--- src/hdl/kct_pkg.sv ---
// Shared types, codes and default sizes of the keyed count table.
package kct_pkg;

  localparam int unsigned EntriesPerTable = 16;
  localparam int unsigned Tables          = 4;
  localparam int unsigned KeyBits         = 16;
  localparam int unsigned CountBits       = 16;
  localparam int unsigned FillPortBits    = 5;

  localparam logic [CountBits-1:0] CountMax = '1;

  typedef enum logic [1:0] {
    CmdAdd    = 2'd0,
    CmdRemove = 2'd1,
    CmdClear  = 2'd2,
    CmdNone   = 2'd3
  } cmd_e;

  typedef enum logic [2:0] {
    StChanged = 3'd0,
    StNew     = 3'd1,
    StEvicted = 3'd2,
    StNoMatch = 3'd3,
    StFull    = 3'd4
  } status_e;

  // Command token that walks one table's row of cells, one cell per cycle.
  typedef struct packed {
    logic                 active;
    logic                 add;
    logic                 done;
    logic                 evict;
    status_e              status;
    logic [CountBits-1:0] count;
    logic [CountBits-1:0] amount;
  } probe_t;

endpackage

--- src/hdl/kct_cell.sv ---
// One table entry: key, count and valid bit, acting on the passing probe.
module kct_cell import kct_pkg::*; #(
  parameter int unsigned KEY_BITS = KeyBits
) (
  input  logic                 clk_i,
  input  logic                 rst_ni,
  input  logic                 clr_i,
  input  probe_t               probe_i,
  input  logic [KEY_BITS-1:0]  probe_key_i,
  input  logic [KEY_BITS-1:0]  nbr_key_i,
  input  logic [CountBits-1:0] nbr_count_i,
  input  logic                 nbr_valid_i,
  output logic [KEY_BITS-1:0]  key_o,
  output logic [CountBits-1:0] count_o,
  output logic                 valid_o,
  output probe_t               probe_o,
  output logic [KEY_BITS-1:0]  probe_key_o
);

  logic [KEY_BITS-1:0]  key_q, key_d;
  logic [CountBits-1:0] count_q, count_d;
  logic                 valid_q, valid_d;
  probe_t               probe_q, probe_d;
  logic [KEY_BITS-1:0]  probe_key_q;

  always_comb begin
    logic [CountBits:0] sum;
    sum     = {1'b0, count_q} + {1'b0, probe_i.amount};
    key_d   = key_q;
    count_d = count_q;
    valid_d = valid_q;
    probe_d = probe_i;
    if (clr_i) begin
      valid_d = 1'b0;
    end else if (probe_i.active) begin
      if (probe_i.evict) begin
        // close the gap: pull the next entry down
        key_d   = nbr_key_i;
        count_d = nbr_count_i;
        valid_d = nbr_valid_i;
      end else if (!probe_i.done) begin
        if (valid_q && (key_q == probe_key_i)) begin
          probe_d.done = 1'b1;
          if (probe_i.add) begin
            count_d        = sum[CountBits] ? CountMax : sum[CountBits-1:0];
            probe_d.status = StChanged;
            probe_d.count  = count_d;
          end else if (count_q > probe_i.amount) begin
            count_d        = count_q - probe_i.amount;
            probe_d.status = StChanged;
            probe_d.count  = count_d;
          end else begin
            key_d          = nbr_key_i;
            count_d        = nbr_count_i;
            valid_d        = nbr_valid_i;
            probe_d.evict  = 1'b1;
            probe_d.status = StEvicted;
            probe_d.count  = '0;
          end
        end else if (!valid_q && probe_i.add) begin
          // first free slot: append unless the amount is zero
          probe_d.done = 1'b1;
          if (probe_i.amount != '0) begin
            key_d          = probe_key_i;
            count_d        = probe_i.amount;
            valid_d        = 1'b1;
            probe_d.status = StNew;
            probe_d.count  = probe_i.amount;
          end else begin
            probe_d.status = StNoMatch;
            probe_d.count  = '0;
          end
        end
      end
    end
  end

  always_ff @(posedge clk_i or negedge rst_ni) begin
    if (!rst_ni) begin
      valid_q <= 1'b0;
      probe_q <= '0;
    end else begin
      valid_q <= valid_d;
      probe_q <= probe_d;
    end
  end

  always_ff @(posedge clk_i) begin
    key_q       <= key_d;
    count_q     <= count_d;
    probe_key_q <= probe_key_i;
  end

  assign key_o       = key_q;
  assign count_o     = count_q;
  assign valid_o     = valid_q;
  assign probe_o     = probe_q;
  assign probe_key_o = probe_key_q;

endmodule

--- config.mk ---
export PLATFORM = sky130hd
export DESIGN_NAME = kct_cell
export DESIGN_NICKNAME = d
export VERILOG_FILES = /design/src/hdl/kct_pkg.sv /design/src/hdl/kct_cell.sv
export SDC_FILE = /design/constraint.sdc
export NUM_CORES = 1
export LEC_CHECK = 0
export ABC_AREA = 1
export BUFFER_PORTS_ARGS = -buffer_cell sky130_fd_sc_hd__buf_2
export CELL_PAD_IN_SITES_DETAIL_PLACEMENT = 1
export CELL_PAD_IN_SITES_GLOBAL_PLACEMENT = 1
export CORE_MARGIN = 3
export CORE_UTILIZATION = 34
export DETAILED_ROUTE_END_ITERATION = 6
export PLACE_DENSITY_LB_ADDON = 0.15
export RECOVER_POWER = 25
export SETUP_SLACK_MARGIN = 0.15
export SLEW_MARGIN = 5
export SYNTH_ARGS = -nofsm -noshare
export SYNTH_HDL_FRONTEND = slang
export SYNTH_SLANG_ARGS = --single-unit
--- constraint.sdc ---
create_clock -name clk_i -period 3.1 [get_ports clk_i]
set_input_delay 0.465 -clock clk_i [delete_from_list [all_inputs] [get_ports clk_i]]
set_output_delay 0.465 -clock clk_i [all_outputs]
set_load 0.01 [all_outputs]
==> results_tabular.tex <==
\begin{tabular}{lr}
\hline
Metric & Value \\
\hline
\multicolumn{2}{l}{\textbf{Finish}} \\
Net total in the final layout & roughly 1300 \\
Final std cell area, no fill & just over 8000 um2 \\
Most used cells in the layout excluding fill and tap cells & nand2\_1 (324), buf\_2 (152), inv\_1 (127) \\
Synth-to-Final Area Change & 21.9\% \\
Leading cell type in the layout, fill and taps excluded & nand2\_1 \\
Fraction of layout cells with a size suffix above 1 & between 20\% and 30\% \\
\multicolumn{2}{l}{\textbf{Floorplanning}} \\
Starting density of the core & a little over a third \\
Top-level port count & between 150 and 200 \\
Area enclosed by the die boundary & about 21000 um2 \\
Horizontal die dimension & about 150 um \\
Number of standard-cell rows in the floorplan & 50 \\
Die Span Y & 146 um \\
Placeable core region & about 19000 um2 \\
\multicolumn{2}{l}{\textbf{Clocking}} \\
Clock insertion delay at the later pin of the skew report & 0.36 ns \\
Clock-pin slew of the registers on the worst-case setup and hold paths & approximately 0.080 ns \\
TritonCTS clock tree & built \\
CTS Buffer Depth & 2 \\
Setup bufs post-CTS & 0 \\
Clk Tree Root Cell & clkbuf\_16 \\
Number of buffers created by CTS & 9 \\
Count of hold buffers inserted by post-cts repair & 0 \\
Maximum level of the CTS H-tree & 3 \\
Clock sink total & slightly below 90 \\
Resized cells post-CTS & 0 \\
\multicolumn{2}{l}{\textbf{Worst setup path}} \\
Startpoint of the worst register-to-register path & count\_o[0]\$\_DFFE\_PP\_ \\
Cells traversed along the worst timing path & clkbuf\_1, inv\_1, ha\_1, nor2\_1, a21oi\_1, nand2\_1, a21oi\_4, buf\_12, nand3\_1, nand2\_1, nand2\_1, nand2\_1, a21oi\_2 \\
Critical path's slowest cell & ha\_1 \\
Crit path top cell by count & nand2\_1 \\
CP max stage delay & roughly 0.53 ns \\
Startpoint kind of the worst setup timing path & input port \\
Worst reg2reg path depth & 16 \\
Classification of the worst setup path & in -> reg \\
Crit path arrival time & 2.83 ns \\
Largest driver fanout on the critical path & 16 \\
Critical path data required time & $\sim$3.2 ns \\
Worst setup EP type & flip-flop \\
Crit Reg-Reg Endpoint & count\_o[5]\$\_DFFE\_PP\_ \\
Flop2flop setup slack & roughly 0.42 ns \\
\multicolumn{2}{l}{\textbf{Synth}} \\
Multiplexer share of the synthesized area & 0\% \\
Leading post-synthesis cells by cell area & nand2\_1 (18\%), dfrtp\_1 (15\%), edfxtp\_1 (15\%) \\
Post-synthesis xor/xnor area fraction & under 10\% \\
Post-synthesis instance area & $\sim$6600 um2 \\
Number of nets in the synthesized netlist & $\sim$1100 \\
Compound-Gate Fraction of Synth Area & between 10\% and 20\% \\
Sequential area share after synthesis & approximately 34\% \\
Library cell occupying the most area in the post-synthesis netlist & nand2\_1 \\
Number of enable flip-flop cells after synthesis & 32 \\
Share of flip-flops with an asynchronous set or reset & 45.5\% \\
Main combinational cell family by area after synthesis & simple AND/OR/NAND/NOR gates \\
YS warnings & 0 \\
Seq cells post-synth & just under 90 \\
Basic-gate share of the synthesized area counting and, or, nand and nor cells & between 30\% and 40\% \\
Unique masters post-synth & 47 \\
Top-area cell type share of the netlist area & a little under a fifth \\
Area share of fa/ha/maj cells after synthesis & $\sim$6.6\% \\
Mean instance size in the synthesized netlist & between 6 and 7 um2 \\
Gate Count Post-Synth & 958 \\
Most used flip-flop cell after synthesis & dfrtp\_1 \\
\multicolumn{2}{l}{\textbf{STA}} \\
Achievable frequency & 367 MHz \\
Final worst-path cycle share & between 80\% and 90\% \\
Minimum clock period after layout & $\sim$2.7 ns \\
Final number of max-transition violations & between 40 and 50 \\
Transition at the pin with the smallest max-transition slack & between 2 and 3 ns \\
Largest clock skew in the final design & $\sim$0.012 ns \\
Final Hold Violating Endpoints & 0 \\
Unrepaired setup endpoints after global routing & no \\
Relative slew slack & -72.6\% \\
Final setup violation count & 0 \\
Setup TNS & 0 ns \\
\multicolumn{2}{l}{\textbf{Global route}} \\
Wire length of the first global-routing pass & between 40 and 50 mm \\
Congestion Overflow GR & 0 \\
Number of antenna violations at the first check in global routing & 1 \\
Largest net degree at the start of global routing & slightly above 40 \\
Vias in the first global route & 7290 \\
Global Route Usage Sum & between 20\% and 30\% \\
\multicolumn{2}{l}{\textbf{Place}} \\
HPWL after detailed placement & just over 20 mm \\
Total of buffers placed on input and output ports & 178 \\
Post-placement cell area & $\sim$8000 um2 \\
Global placement routability congestion & between 0.8 and 0.9 \\
\multicolumn{2}{l}{\textbf{Run status}} \\
Violations in the final reports & capacitance limit, slew limit \\
Status & finished with violations \\
\multicolumn{2}{l}{\textbf{Flow run}} \\
Maximum Capacitance Violations & 1 \\
\multicolumn{2}{l}{\textbf{Min path}} \\
Hold Path Sink & probe\_key\_o[6]\$\_DFF\_P\_ \\
Hold Path Depth & 1 \\
Hold path start & probe\_key\_i[6] \\
Worst hold-check path type & in -> reg \\
\multicolumn{2}{l}{\textbf{Route}} \\
Count of vias placed by the detailed router & roughly 6800 \\
Antenna violation net count after detailed routing & 0 \\
Number of remaining DRC errors & 0 \\
Total Routed Length & 25.6 mm \\
Detailed-route wire length per cell & $\sim$18 um \\
First-pass DRT Iterations & 4 \\
Initial DRC Count & 339 \\
Vias/cell & a little under 5 \\
\multicolumn{2}{l}{\textbf{Pwr}} \\
Leakage Power & between 4 and 5 nW \\
Max IR drop VDD & around 0.28 mV \\
Power per cell area & slightly above 400 nW/um2 \\
\hline
\end{tabular}
==> cells in the mapped netlist, types with 9 or more instances <==
| master | n |
|---|---|
| nand3_1 | 43 |
| nor3_1 | 9 |
| inv_1 | 127 |
| a21oi_2 | 28 |
| ha_1 | 32 |
| dfrtp_1 | 40 |
| nor2_1 | 100 |
| xor2_1 | 15 |
| nand2_1 | 324 |
| a21oi_1 | 50 |
| dfxtp_1 | 16 |
| clkbuf_1 | 11 |
| o21ai_0 | 35 |
| edfxtp_1 | 32 |
| nand4_1 | 14 |
==> routing by layer <==
metal	up-vias	global-route usage, %	part of all wire, %
li1	3377	-	-
met5	-	0	0.035
met2	150	42.7	50
met4	2	5.65	1.5
met3	22	4.80	4.8
met1	3271	29.9	44
==> cells by family (layout without fill, tap and decap cells) <==
group / after synthesis / in the layout
AOI/OAI and AO/OA: 133 / 133
xor gates and xnor gates: 16 / 16
adders and majority gates: 34 / 34
buffers and inverters: 170 / 355
DFF: 88 / 88
other: 0 / 1
and+or+nand+nor: 517 / 517
==> metrics by stage <==
step                util (%)  cells  hold WS, ns  total power (W)  setup slack (ns)
finish                  42.7   1404        0.249          0.00328             0.377
global route            42.7   1403        0.253          0.00345             0.133
CTS                     43.0   1402        0.225          0.00331             0.316
detailed placement      41.5   1386        0.600          0.00219             0.168
global placement        41.5   1386        0.597          0.00219             0.190
floorplan                  -    958        0.169          0.00184             0.348
==> worst max-delay path by stage <==
stage | slack [ns] | from | end
floorplan | 0.35 | count_o[0]$_DFFE_PP_ | key_o[0]$_DFFE_PP_
global placement | 0.19 | probe_i[0] | count_o[5]$_DFFE_PP_
detailed placement | 0.17 | probe_i[0] | count_o[5]$_DFFE_PP_
CTS | 0.32 | count_o[0]$_DFFE_PP_ | count_o[5]$_DFFE_PP_
global route | 0.13 | probe_i[0] | count_o[5]$_DFFE_PP_
finish | 0.38 | probe_i[7] | count_o[15]$_DFFE_PP_
==> report_power, final <==
| part | internal, W | switching, W | leakage (nW) |
|---|---|---|---|
| registers | 0.00127 | 0.0000295 | 0.895 |
| logic | 0.000290 | 0.000573 | 3.24 |
| clock network | 0.000563 | 0.000551 | 0.138 |
==> sequential cells by signal, indices dropped and copies added (netlist names) <==
register / cells
probe_o: 39
key_o: 16
valid_o: 1
probe_key_o: 16
count_o: 16
==> area by class of cell <==
class,instances,area [um2]
Fill cell,2512,10800
Multi-Input combinational cell,700,3620
Sequential cell,88,2280
Timing Repair Buffer,203,1050
Inverter,136,513
Tap cell,260,325
Clock buffer,9,225
Clock inverter,7,60.1
Antenna cell,1,2.50
==> worst max-delay path: cells and delay by family <==
| family | cells | cell delay, ns |
|---|---|---|
| and+or+nand+nor | 6 | 0.79 |
| AOI/OAI and AO/OA | 3 | 0.41 |
| adders and majority gates | 1 | 0.53 |
| buffers and inverters | 3 | 0.62 |
Power figures use the tool's default switching activity.
